===== config.mk =====
export PLATFORM = sky130hd
export DESIGN_NAME = x86_instruction_byte_encoder
export DESIGN_NICKNAME = d
export VERILOG_FILES = /design/src/rtl/xenc_pkg.sv /design/src/rtl/xenc_front.sv /design/src/rtl/xenc_queue.sv /design/src/rtl/xenc_back.sv /design/src/rtl/x86_instruction_byte_encoder.sv
export SDC_FILE = /design/constraint.sdc
export NUM_CORES = 1
export LEC_CHECK = 0
export BUFFER_PORTS_ARGS = -buffer_cell sky130_fd_sc_hd__buf_2
export CAP_MARGIN = 25
export CORE_MARGIN = 5
export CORE_UTILIZATION = 35
export CTS_BUF_LIST = sky130_fd_sc_hd__clkbuf_4 sky130_fd_sc_hd__clkbuf_8
export CTS_CLUSTER_SIZE = 24
export DETAILED_ROUTE_END_ITERATION = 8
export PLACE_DENSITY = 0.49
export RECOVER_POWER = 50
export SYNTH_ARGS = -nofsm -noshare
export SYNTH_HDL_FRONTEND = slang
export SYNTH_SLANG_ARGS = --single-unit

===== constraint.sdc =====
create_clock -name clock -period 8.5 [get_ports clock]
set_clock_uncertainty 0.05 [all_clocks]
set_input_delay 0 -clock clock [delete_from_list [all_inputs] [get_ports clock]]
set_output_delay 0 -clock clock [all_outputs]
set_load 0.01 [all_outputs]

===== src/rtl/xenc_pkg.sv =====
`timescale 1ns / 1ps
`default_nettype none
package xenc_pkg;

   localparam int CodeStoreBytes = 8388608;
   localparam int PosWidth = 24;
   localparam int MaxBytes = 10;

   localparam logic [6:0] OpJmpIdx   = 7'd86;
   localparam logic [6:0] OpLoadIdx  = 7'd87;
   localparam logic [6:0] OpLoadSib  = 7'd88;
   localparam logic [6:0] OpStoreIdx = 7'd89;
   localparam logic [6:0] OpRestart  = 7'd90;
   localparam logic [6:0] OpLastGen  = 7'd85;
   localparam logic [6:0] OpAddi     = 7'd1;
   localparam logic [6:0] OpAddim    = 7'd2;
   localparam logic [6:0] OpSubi     = 7'd78;
   localparam logic [6:0] OpCall     = 7'd16;
   localparam logic [6:0] OpJmpRel   = 7'd36;

   typedef struct packed {
      logic [6:0]  operation;
      logic [31:0] dst_operand;
      logic [31:0] src_operand;
      logic [2:0]  index_register;
      logic [3:0]  scale_factor;
   } req_type;

   typedef struct packed {
      logic [7:0]  code_byte;
      logic [23:0] byte_offset;
      logic        last_byte;
      logic        overflow;
      logic        bad_operation;
      logic [31:0] instruction_count;
   } rsp_type;

   // one encoded operation, bytes in emission order
   typedef struct packed {
      logic [MaxBytes-1:0][7:0] bytes;
      logic [3:0]               len;
      logic                     bad;
      logic                     restart;
      logic [31:0]              count;
   } cmd_type;

endpackage
`default_nettype wire


===== src/rtl/xenc_front.sv =====
`timescale 1ns / 1ps
`default_nettype none
module xenc_front import xenc_pkg::*; (
   input  wire logic     clock,
   input  wire logic     reset,
   input  wire logic     in_valid,
   input  wire req_type  in_req,
   input  wire logic     stage_ready,
   output logic          stage_valid,
   output cmd_type       stage_cmd
);

   logic                     valid_ff;
   cmd_type                  cmd_ff;
   logic [31:0]              count_ff;
   logic [MaxBytes-1:0][7:0] bb;
   logic [3:0]               n;
   cmd_type                  cmd_in;
   logic                     take;

   assign take = in_valid && (!valid_ff || stage_ready);

   always_comb begin
      logic [31:0] us;
      logic [31:0] ud;
      logic [2:0]  d;
      logic [2:0]  r;
      logic        f8;
      logic [1:0]  sc;
      logic [6:0]  op;
      us = in_req.src_operand;
      ud = in_req.dst_operand;
      op = in_req.operation;
      d  = ud[2:0];
      r  = us[2:0];
      f8 = (us[31:7] == 25'h0) || (us[31:7] == 25'h1ffffff);
      sc = (in_req.scale_factor == 4'd2) ? 2'd1 : (in_req.scale_factor == 4'd4) ? 2'd2 :
           (in_req.scale_factor == 4'd8) ? 2'd3 : 2'd0;
      bb = '0;
      n  = 4'd0;
      // opcode table; displacement bytes for relative forms are left to the back end
      unique case (op)
         7'd0:  begin bb[0]=8'h01; bb[1]={2'b11,r,d}; n=4'd2; end
         7'd1, 7'd5, 7'd8, 7'd23, 7'd59, 7'd78, 7'd84: begin
            logic [7:0] m;
            unique case (op)
               7'd1:  m = 8'hc0;
               7'd5:  m = 8'hd0;
               7'd8:  m = 8'he0;
               7'd23: m = 8'hf8;
               7'd59: m = 8'hc8;
               7'd78: m = 8'he8;
               default: m = 8'hf0;
            endcase
            bb[1] = m | {5'd0, d};
            if (f8) begin bb[0]=8'h83; bb[2]=us[7:0]; n=4'd3; end
            else begin bb[0]=8'h81; bb[5:2]=us; n=4'd6; end
         end
         7'd2, 7'd9, 7'd24, 7'd60, 7'd79: begin
            unique case (op)
               7'd2:  bb[1] = 8'h05;
               7'd9:  bb[1] = 8'h25;
               7'd24: bb[1] = 8'h3d;
               7'd60: bb[1] = 8'h0d;
               default: bb[1] = 8'h2d;
            endcase
            bb[5:2] = ud;
            if (f8) begin bb[0]=8'h83; bb[6]=us[7:0]; n=4'd7; end
            else begin bb[0]=8'h81; bb[9:6]=us; n=4'd10; end
         end
         7'd3:  begin bb[0]=8'h03; bb[1]={2'b00,d,3'd5}; bb[5:2]=us; n=4'd6; end
         7'd4:  begin bb[0]=8'h11; bb[1]={2'b11,r,d}; n=4'd2; end
         7'd6:  begin bb[0]=8'h13; bb[1]={2'b00,d,3'd5}; bb[5:2]=us; n=4'd6; end
         7'd7:  begin bb[0]=8'h21; bb[1]={2'b11,r,d}; n=4'd2; end
         7'd10: begin bb[0]=8'h23; bb[1]={2'b00,d,3'd5}; bb[5:2]=us; n=4'd6; end
         7'd11: begin bb[0]=8'h0f; bb[1]=8'hbd; bb[2]={2'b11,d,r}; n=4'd3; end
         7'd12: begin bb[0]=8'h0f; bb[1]={5'b11001,d}; n=4'd2; end
         7'd13: begin bb[0]=8'h0f; bb[1]=8'hba; bb[2]=8'h25; bb[6:3]=ud; bb[7]=us[7:0];
                      n=4'd8; end
         7'd14: begin bb[0]=8'h0f; bb[1]=8'hba; bb[2]={5'b11110,d}; bb[3]=us[7:0];
                      n=4'd4; end
         7'd15: begin bb[0]=8'hff; bb[1]={5'b11010,d}; n=4'd2; end
         7'd16: begin bb[0]=8'he8; n=4'd5; end
         7'd17, 7'd18, 7'd19, 7'd20, 7'd21: begin
            bb[0] = 8'h0f;
            unique case (op)
               7'd17: bb[1] = 8'h47;
               7'd18: bb[1] = 8'h42;
               7'd19: bb[1] = 8'h4f;
               7'd20: bb[1] = 8'h4c;
               default: bb[1] = 8'h44;
            endcase
            bb[2] = {2'b00,d,3'd5}; bb[6:3] = us; n = 4'd7;
         end
         7'd22: begin bb[0]=8'h39; bb[1]={2'b11,r,d}; n=4'd2; end
         7'd25: begin bb[0]=8'h3b; bb[1]={2'b00,d,3'd5}; bb[5:2]=us; n=4'd6; end
         7'd26: begin bb[0]=8'hf2; bb[1]=8'h0f; bb[2]=8'h5a; bb[3]={2'b11,d,r}; n=4'd4; end
         7'd27: begin bb[0]=8'hf3; bb[1]=8'h0f; bb[2]=8'h5a; bb[3]={2'b11,d,r}; n=4'd4; end
         7'd28: begin bb[0]=8'hd9; bb[1]=8'he1; n=4'd2; end
         7'd29: begin bb[0]=8'hd9; bb[1]=8'he0; n=4'd2; end
         7'd30: begin bb[0]=8'hdc; bb[1]=8'h05; bb[5:2]=ud; n=4'd6; end
         7'd31: begin bb[0]=8'hdc; bb[1]=8'h35; bb[5:2]=ud; n=4'd6; end
         7'd32: begin bb[0]=8'hdd; bb[1]=8'h05; bb[5:2]=ud; n=4'd6; end
         7'd33: begin bb[0]=8'hdd; bb[1]=8'h1d; bb[5:2]=ud; n=4'd6; end
         7'd34: begin bb[0]=8'hf7; bb[1]={5'b11111,d}; n=4'd2; end
         7'd35: begin bb[0]=8'hf7; bb[1]={5'b11101,d}; n=4'd2; end
         7'd36: begin bb[0]=8'he9; n=4'd5; end
         7'd37: begin bb[0]=8'hff; bb[1]=8'h25; bb[5:2]=ud; n=4'd6; end
         7'd38: begin bb[0]=8'hff; bb[1]={5'b11100,d}; n=4'd2; end
         7'd39: begin bb[0]=8'h89; bb[1]={2'b11,r,d}; n=4'd2; end
         7'd40: begin bb[0]=8'hc7; bb[1]={5'b11000,d}; bb[5:2]=us; n=4'd6; end
         7'd41: begin bb[0]=8'hc7; bb[1]=8'h05; bb[5:2]=ud; bb[9:6]=us; n=4'd10; end
         7'd42: begin bb[0]=8'h8b; bb[1]={2'b00,d,3'd5}; bb[5:2]=us; n=4'd6; end
         7'd43: begin bb[0]=8'h89; bb[1]={2'b00,r,3'd5}; bb[5:2]=ud; n=4'd6; end
         7'd44: begin bb[0]=8'h88; bb[1]={2'b00,r,3'd5}; bb[5:2]=ud; n=4'd6; end
         7'd45: begin bb[0]=8'h8a; bb[1]={2'b00,d,3'd5}; bb[5:2]=us; n=4'd6; end
         7'd46: begin bb[0]=8'h0f; bb[1]=8'hbe; bb[2]={2'b11,d,r}; n=4'd3; end
         7'd47: begin bb[0]=8'h0f; bb[1]=8'hbf; bb[2]={2'b11,d,r}; n=4'd3; end
         7'd48: begin bb[0]=8'h0f; bb[1]=8'hb6; bb[2]={2'b00,d,3'd5}; bb[6:3]=us;
                      n=4'd7; end
         7'd49: begin bb[0]=8'h0f; bb[1]=8'hb6; bb[2]={2'b11,d,r}; n=4'd3; end
         7'd50: begin bb[0]=8'h0f; bb[1]=8'hb7; bb[2]={2'b11,d,r}; n=4'd3; end
         7'd51: begin bb[0]=8'h66; bb[1]=8'h0f; bb[2]=8'h6e; bb[3]={2'b11,d,r}; n=4'd4; end
         7'd52: begin bb[0]=8'h66; bb[1]=8'h0f; bb[2]=8'h7e; bb[3]={2'b11,r,d}; n=4'd4; end
         7'd53: begin bb[0]=8'hf3; bb[1]=8'h0f; bb[2]=8'h7e; bb[3]={2'b00,d,3'd5};
                      bb[7:4]=us; n=4'd8; end
         7'd54: begin bb[0]=8'h66; bb[1]=8'h0f; bb[2]=8'hd6; bb[3]={2'b00,r,3'd5};
                      bb[7:4]=ud; n=4'd8; end
         7'd55: begin bb[0]=8'hf7; bb[1]={5'b11100,d}; n=4'd2; end
         7'd56: begin bb[0]=8'hf7; bb[1]={5'b11011,d}; n=4'd2; end
         7'd57: begin bb[0]=8'hf7; bb[1]={5'b11010,d}; n=4'd2; end
         7'd58: begin bb[0]=8'h09; bb[1]={2'b11,r,d}; n=4'd2; end
         7'd61: begin bb[0]=8'h0b; bb[1]={2'b00,d,3'd5}; bb[5:2]=us; n=4'd6; end
         7'd62: begin bb[0]={5'b01011,d}; n=4'd1; end
         7'd63: begin bb[0]=8'h61; n=4'd1; end
         7'd64: begin bb[0]={5'b01010,d}; n=4'd1; end
         7'd65: begin bb[0]=8'h68; bb[4:1]=ud; n=4'd5; end
         7'd66: begin bb[0]=8'h60; n=4'd1; end
         7'd67: begin bb[0]=8'hc3; n=4'd1; end
         7'd68: begin bb[0]=8'hd3; bb[1]={5'b11000,d}; n=4'd2; end
         7'd69, 7'd74, 7'd76: begin
            logic [7:0] m;
            unique case (op)
               7'd69: m = 8'hc0;
               7'd74: m = 8'he0;
               default: m = 8'he8;
            endcase
            bb[1] = m | {5'd0, d};
            if (us == 32'd1) begin bb[0]=8'hd1; n=4'd2; end
            else begin bb[0]=8'hc1; bb[2]=us[7:0]; n=4'd3; end
         end
         7'd70: begin bb[0]=8'h0f; bb[1]=8'h92; bb[2]={5'b11000,d}; n=4'd3; end
         7'd71: begin bb[0]=8'h0f; bb[1]=8'h93; bb[2]={5'b11000,d}; n=4'd3; end
         7'd72: begin bb[0]=8'h0f; bb[1]=8'h94; bb[2]={5'b11000,d}; n=4'd3; end
         7'd73: begin bb[0]=8'hd3; bb[1]={5'b11100,d}; n=4'd2; end
         7'd75: begin bb[0]=8'hd3; bb[1]={5'b11101,d}; n=4'd2; end
         7'd77: begin bb[0]=8'h29; bb[1]={2'b11,r,d}; n=4'd2; end
         7'd80: begin bb[0]=8'h2b; bb[1]={2'b00,d,3'd5}; bb[5:2]=us; n=4'd6; end
         7'd81: begin
            bb[1] = {5'b11000,d};
            if (f8) begin bb[0]=8'hf6; bb[2]=us[7:0]; n=4'd3; end
            else begin bb[0]=8'hf7; bb[5:2]=us; n=4'd6; end
         end
         7'd82: begin bb[0]=8'h86; bb[1]={2'b11,d,r}; n=4'd2; end
         7'd83: begin bb[0]=8'h31; bb[1]={2'b11,r,d}; n=4'd2; end
         7'd85: begin bb[0]=8'h33; bb[1]={2'b00,d,3'd5}; bb[5:2]=us; n=4'd6; end
         OpJmpIdx: begin bb[0]=8'hff; bb[1]=8'h24; bb[2]={2'b00,in_req.index_register,d};
                         n=4'd3; end
         OpLoadIdx: begin bb[0]=8'h8b; bb[1]={2'b10,d,in_req.index_register};
                          bb[5:2]=us; n=4'd6; end
         OpLoadSib: begin bb[0]=8'h8b; bb[1]={2'b00,d,3'd4};
                          bb[2]={sc,in_req.index_register,3'd5}; bb[6:3]=us; n=4'd7; end
         OpStoreIdx: begin bb[0]=8'h89; bb[1]={2'b10,d,in_req.index_register};
                           bb[5:2]=us; n=4'd6; end
         default: begin bb = '0; n = 4'd0; end
      endcase
      // add or subtract of zero emits nothing
      if ((op == OpAddi || op == OpAddim || op == OpSubi) && us == 32'd0) n = 4'd0;
      // relative forms carry the target in the displacement slot for the back end
      if (op == OpCall || op == OpJmpRel) bb[4:1] = ud;
      cmd_in.bytes   = bb;
      cmd_in.len     = n;
      cmd_in.bad     = op > OpRestart;
      cmd_in.restart = op == OpRestart;
      cmd_in.count   = (op <= OpLastGen) ? count_ff + 32'd1 : count_ff;
      if (op > OpRestart) cmd_in.len = 4'd1;
   end

   // classification register and operation count
   always_ff @(posedge clock) begin
      if (reset) begin
         valid_ff <= 1'b0;
         count_ff <= '0;
      end else begin
         if (take) begin
            valid_ff <= 1'b1;
            count_ff <= cmd_in.count;
         end else if (stage_ready) begin
            valid_ff <= 1'b0;
         end
      end
      if (take) cmd_ff <= cmd_in;
   end

   assign stage_valid = valid_ff;
   assign stage_cmd   = cmd_ff;

endmodule
`default_nettype wire


===== src/rtl/xenc_queue.sv =====
`timescale 1ns / 1ps
`default_nettype none
module xenc_queue import xenc_pkg::*; (
   input  wire logic    clock,
   input  wire logic    reset,
   input  wire logic    wr_valid,
   input  wire cmd_type wr_cmd,
   output logic         wr_ready,
   output logic         rd_valid,
   output cmd_type      rd_cmd,
   input  wire logic    rd_ready
);

   cmd_type    slot_ff [2];
   logic       wptr_ff;
   logic       rptr_ff;
   logic [1:0] fill_ff;
   logic       push;
   logic       pop;

   assign wr_ready = fill_ff != 2'd2;
   assign rd_valid = fill_ff != 2'd0;
   assign rd_cmd   = slot_ff[rptr_ff];
   assign push     = wr_valid && wr_ready;
   assign pop      = rd_valid && rd_ready;

   // two-entry command queue
   always_ff @(posedge clock) begin
      if (reset) begin
         wptr_ff <= 1'b0;
         rptr_ff <= 1'b0;
         fill_ff <= '0;
      end else begin
         if (push) wptr_ff <= ~wptr_ff;
         if (pop) rptr_ff <= ~rptr_ff;
         fill_ff <= fill_ff + {1'b0, push} - {1'b0, pop};
      end
      if (push) slot_ff[wptr_ff] <= wr_cmd;
   end

endmodule
`default_nettype wire


===== src/rtl/xenc_back.sv =====
`timescale 1ns / 1ps
`default_nettype none
module xenc_back import xenc_pkg::*; (
   input  wire logic        clock,
   input  wire logic        reset,
   input  wire logic [31:0] code_base,
   input  wire logic        cmd_valid,
   input  wire cmd_type     cmd,
   output logic             cmd_ready,
   output logic             out_valid,
   output rsp_type          out_rsp,
   input  wire logic        out_ready
);

   localparam logic [PosWidth-1:0] StoreFull = PosWidth'(CodeStoreBytes);

   logic [PosWidth-1:0] pos_ff;
   logic [PosWidth-1:0] pos_in;
   logic [3:0]          idx_ff;
   logic [3:0]          idx_in;
   logic [31:0]         rel_ff;
   logic [31:0]         rel_in;
   logic                valid_ff;
   rsp_type             rsp_ff;
   rsp_type             rsp_in;
   logic                slot_free;
   logic                emit;
   logic                done;
   logic                full;
   logic                relative;
   logic [7:0]          byte_sel;

   assign slot_free = !valid_ff || out_ready;
   assign full      = pos_ff >= StoreFull;
   assign relative  = cmd.bytes[0] == 8'he8 || cmd.bytes[0] == 8'he9;
   // relative displacement formed on the first byte, from the position at operation start
   assign rel_in    = cmd.bytes[4:1] - (code_base + {8'd0, pos_ff} + 32'd5);
   assign emit      = cmd_valid && slot_free && !cmd.restart && cmd.len != 4'd0;
   assign done      = cmd_valid && (cmd.restart || cmd.len == 4'd0 ||
                      (emit && idx_ff == cmd.len - 4'd1));
   assign cmd_ready = done;

   always_comb begin
      byte_sel = cmd.bytes[idx_ff];
      if (relative && !cmd.bad && idx_ff != 4'd0) begin
         byte_sel = (idx_ff == 4'd1) ? rel_ff[7:0] : (idx_ff == 4'd2) ? rel_ff[15:8] :
                    (idx_ff == 4'd3) ? rel_ff[23:16] : rel_ff[31:24];
      end
      rsp_in.code_byte         = cmd.bad ? 8'd0 : byte_sel;
      rsp_in.byte_offset       = (full && !cmd.bad) ? StoreFull : pos_ff;
      rsp_in.last_byte         = idx_ff == cmd.len - 4'd1;
      rsp_in.overflow          = full && !cmd.bad;
      rsp_in.bad_operation     = cmd.bad;
      rsp_in.instruction_count = cmd.count;
      pos_in = pos_ff;
      if (cmd_valid && cmd.restart) pos_in = '0;
      else if (emit && !full && !cmd.bad) pos_in = pos_ff + PosWidth'(1);
      idx_in = done ? 4'd0 : (emit ? idx_ff + 4'd1 : idx_ff);
   end

   // byte sequencer and output register
   always_ff @(posedge clock) begin
      if (reset) begin
         pos_ff   <= '0;
         idx_ff   <= '0;
         valid_ff <= 1'b0;
      end else begin
         pos_ff <= pos_in;
         idx_ff <= idx_in;
         if (emit) valid_ff <= 1'b1;
         else if (out_ready) valid_ff <= 1'b0;
      end
      if (emit) begin
         rsp_ff <= rsp_in;
         if (idx_ff == 4'd0) rel_ff <= rel_in;
      end
   end

   // first byte of a relative form is the opcode, so the held displacement is ready in time
   assign out_valid = valid_ff;
   assign out_rsp   = rsp_ff;

endmodule
`default_nettype wire


===== src/rtl/x86_instruction_byte_encoder.sv =====
`timescale 1ns / 1ps
`default_nettype none
// an operation passes the front classification register, the command queue
// and the back end output register; throughput: one byte per cycle from the back end
// sequencer while the output is taken; an operation has 0 to 10 bytes
// reset: synchronous, clears write position, operation count, queues and code_base
module x86_instruction_byte_encoder import xenc_pkg::*; (
   input  wire logic        clock,
   input  wire logic        reset,
   input  wire logic        push,
   output logic             full,
   input  wire req_type     req_data,
   output logic             empty,
   input  wire logic        pop,
   output rsp_type          rsp_data,
   input  wire logic        csr_wr_en,
   input  wire logic [31:0] csr_wr_data
);

   logic [31:0] code_base_ff;
   logic        f_valid;
   cmd_type     f_cmd;
   logic        q_ready;
   logic        q_valid;
   cmd_type     q_cmd;
   logic        b_ready;
   logic        o_valid;

   // configuration register
   always_ff @(posedge clock) begin
      if (reset) code_base_ff <= '0;
      else if (csr_wr_en) code_base_ff <= csr_wr_data;
   end

   assign full = f_valid && !q_ready;

   xenc_front u_front (
      .clock(clock), .reset(reset), .in_valid(push), .in_req(req_data),
      .stage_ready(q_ready), .stage_valid(f_valid), .stage_cmd(f_cmd)
   );

   xenc_queue u_queue (
      .clock(clock), .reset(reset), .wr_valid(f_valid), .wr_cmd(f_cmd),
      .wr_ready(q_ready), .rd_valid(q_valid), .rd_cmd(q_cmd), .rd_ready(b_ready)
   );

   xenc_back u_back (
      .clock(clock), .reset(reset), .code_base(code_base_ff), .cmd_valid(q_valid),
      .cmd(q_cmd), .cmd_ready(b_ready), .out_valid(o_valid), .out_rsp(rsp_data),
      .out_ready(pop)
   );

   assign empty = !o_valid;

   // a bad operation byte never reports overflow and is always the last byte
   assert property (@(posedge clock) disable iff (reset)
      !empty && rsp_data.bad_operation |-> !rsp_data.overflow && rsp_data.last_byte)
      else $error("bad operation result malformed");

   // a waiting result holds while not taken
   assert property (@(posedge clock) disable iff (reset)
      !empty && !pop |=> !empty && $stable(rsp_data))
      else $error("result changed while stalled");

   // overflow bytes sit at the end of the store
   assert property (@(posedge clock) disable iff (reset)
      !empty && rsp_data.overflow |-> rsp_data.byte_offset == PosWidth'(CodeStoreBytes))
      else $error("overflow offset wrong");

endmodule
`default_nettype wire

==> key figures <==
Layout
  • Fillcell total: about 7.7k
  • Share of layout cells above drive strength 1: 14.1%
  • Area delta synth->final: 20.5%
  • Multi-input gate area: 11600 µm²
  • Sequential cell area: 15600 µm²
  • Final net count: about 3k
  • Final core utilization: 42.4%

Routing
  • Post-DR vias/cell: 5.43
  • WL met3: 5.57 mm
  • Drt total wl: 92.0 mm
  • Wire per inst: 23.3 µm
  • Drt first pass iters: 8
  • DRT iter0 DRCs: 1715
  • Vias: 21.4k
  • Post-route ant nets: 0
  • Met1 wire length: between 40 and 50 mm
  • DRC viols: 0
  • Highest routed layer: met5
  • Metal2 WL: between 40 and 50 mm

CTS
  • Setup bufs post-CTS: 0
  • Worst-Skew Late Latency: 680 ps
  • Clock Path Buffers: 3
  • Cts hold-fix bufs: approximately 200
  • Clk sink count: 552
  • Root Driver: clkbuf_8
  • Cts repair resizes: 0
  • CTS buffer count: a little over 90
  • Clk pin slew, worst setup/hold paths: 60 ps
  • H-tree levels: 3
  • CTS tree: done

STA
  • Finish-stage setup viols: 0
  • RSZ-0062 raised after global routing: no
  • Final hold violation count: 0
  • Fmax: 0.163 GHz
  • Final period util: 72.1%
  • Worst Tran Pin Value: roughly 4200 ps
  • Setup TNS: 0 ps
  • Min Tclk post-route: 6130 ps
  • Slew margin rel.: -180%
  • Pins Over Slew Limit: ~370
  • Final worst slack: 2370 ps

Hold path
  • Worst min-delay path startpoint: csr_wr_en
  • HP Class: primary input to flip-flop

Yosys
  • Most common cell in the netlist: edfxtp_1
  • Top post-synthesis cells by area: edfxtp_1 48%, dfxtp_1 7.0%, mux2i_1 3.3%, ha_1 3.2%, nand2_1 3.0%
  • Warnings, synthesis: 0
  • Top cells by count, synth: 453 x edfxtp_1, 226 x nand2_1, 201 x nor2_1
  • Avg Inst Size Synth: 11.6 µm²
  • Dominant cell type by area after synthesis: edfxtp_1
  • Syn Nets: 2645
  • Area share of the largest cell type after synthesis: between 40% and 50%
  • Synthesized instance count: 2433
  • Synth unique cells: 100
  • Post-synth EDFFs: roughly 450
  • Share of flip-flops with an asynchronous set or reset: 0%
  • Post-synthesis register bit count: 552
  • Top FF cell, synth: edfxtp_1
  • Mapped Area: roughly 28000 µm²
  • Post-synthesis sequential area ratio: 55.3%

Place
  • GPL Wtd Cong: 0.897
  • Hpwl dp: approximately 65 mm
  • Dpl ws: around 3400 ps
  • IO Port Bufs: 183

Power and ir drop
  • Switching Power: 0.00267 W
  • Logic gate share of total power: between 20% and 30%
  • Pwr/cell area: 246 nW/µm²
  • Cell leakage power: 12.5 nW
  • Internal cell power: 0.00567 W
  • Worst VDD drop: 0.000104 V
  • Clock power share: 29.2%
  • Switching Share: 32.0%
  • Sequential fraction of design power: 43.0%

Worst setup path
  • Crit path launch type: flip-flop
  • Most common cell type on the critical path: clkbuf_1
  • Worst-path fanout max: 67
  • CP max-delay cell: clkbuf_1
  • Crit path required time: 8620 ps
  • Buf+Inv Stages, Crit Path: 3
  • Slowest cell delay on critical path: 2770 ps
  • Crit-path cells: inv_1 -> nand2_1 -> and3_1 -> clkbuf_1 -> clkbuf_1
  • CP startpoint: u_queue.fill_ff[0]
  • CP arrival: around 6300 ps
  • Cell family with most CP delay: buffers and inverters
  • Kind of critical path: flip-flop to flip-flop
  • Crit path capture type: flip-flop
  • Worst r2r src: u_queue.fill_ff[0]

Die
  • Die W: 294 µm
  • Core Box Area: between 80000 and 90000 µm²
  • Die area: 86400 µm²
  • Num ports: 184
  • Core Rows: ~100
  • Vert. Die Dim: 294 µm
  • Starting Density: 35.2%

Run status
  • Violated checks: max-capacitance violations, max-slew violations
  • Status: finished with violations

Global routing
  • Global-route wire length before repair: approximately 140 mm
  • Overall Global Routing Usage: 20.8%
  • Initial antenna violation count: 5
  • Vias in the first global route: 21.6k
  • Total congestion overflow: 0
  • Largest net degree at the start of global routing: 74

Flow run
  • Max Cap Viol: 7
-- state kept, by name, indices dropped and copies added (netlist names), 2 cells and up, named ones only --
signal,cells
u_front.count_ff,32
u_back.out_rsp,67
u_back.idx_ff,4
u_back.rel_ff,32
u_queue.slot_ff,236
u_front.stage_cmd,118
u_queue.fill_ff,2
code_base_ff,32
u_back.pos_ff,24
-- worst register-to-register path: stages (launching register included) --
cell,delay (ps)
dfxtp_1,350
inv_1,70
nand2_1,80
and3_1,1430
clkbuf_1,780
clkbuf_1,2780
-- layout make-up --
class	instances	area share [%]
diodes	1	0.00737
clock buffers	135	4.95
clock inverters	39	0.832
inverters	97	1.08
multi-input cells	1635	34.2
flip-flops and latches	552	45.9
well taps	1060	3.90
repair buffers	420	9.14
-- metrics by stage --
step                      cells  instance area, µm²  total power [W]  hold WS (ps)
after floorplan            2433               28200          0.00511          70.7
after CTS                  3934               34100          0.00845          33.9
after detailed placement   3564               30100          0.00589           190
final                      3939               34000          0.00834          70.8
after global placement     3563               30100          0.00588           186
after global routing       3939               34000          0.00883          41.5
-- layout by cell type, fill, tap and decap left out, drive strengths merged, types with 65 or more instances in the layout --
cell         instances
o21ai               65
dfxtp               99
a21oi              102
xnor2               65
mux2i               94
buf                147
edfxtp             453
inv                 99
nand3               65
nand2              229
ha                  72
dlygate4sd3        196
clkbuf             212
nor2               201
-- kinds of logic (layout without fill, tap and decap cells) --
family,Yosys count,after routing,share of synthesized area (%)
AOI/OAI and AO/OA,463,463,11.9
xor gates and xnor gates,116,116,3.60
adders and majority gates,97,97,4.97
buffers and inverters,246,691,3.64
DFF,552,552,55.3
muxes,154,154,6.33
other,0,1,0
and+or+nand+nor,805,805,14.3
-- routing by layer --
| metal | track usage (%) | vias up |
|---|---|---|
| met2 | 33.1 | 825 |
| li1 | - | 9879 |
| met1 | 29.0 | 10521 |
| met4 | 6.50 | 4 |
| met3 | 3.76 | 152 |
| met5 | 0 | - |
-- final timing paths --
check	end	slack [ps]	cells past startpoint
worst max-delay path	u_queue.slot_ff[1][110]	2370	5
worst min-delay path	code_base_ff[29]	70	4
worst max register to register	u_queue.slot_ff[1][110]	2370	5
worst min register to register	u_queue.slot_ff[1][4]	380	0
-- power groups by stage --
stage / Combinational [W] / Clock (W) / Sequential [W]
after floorplan: 0.00151 / 0 / 0.00359
after global placement: 0.00225 / 0 / 0.00364
after detailed placement: 0.00225 / 0 / 0.00365
after CTS: 0.00234 / 0.00252 / 0.00359
after global routing: 0.00254 / 0.00266 / 0.00362
final: 0.00232 / 0.00244 / 0.00359
Power figures use the tool's default switching activity.
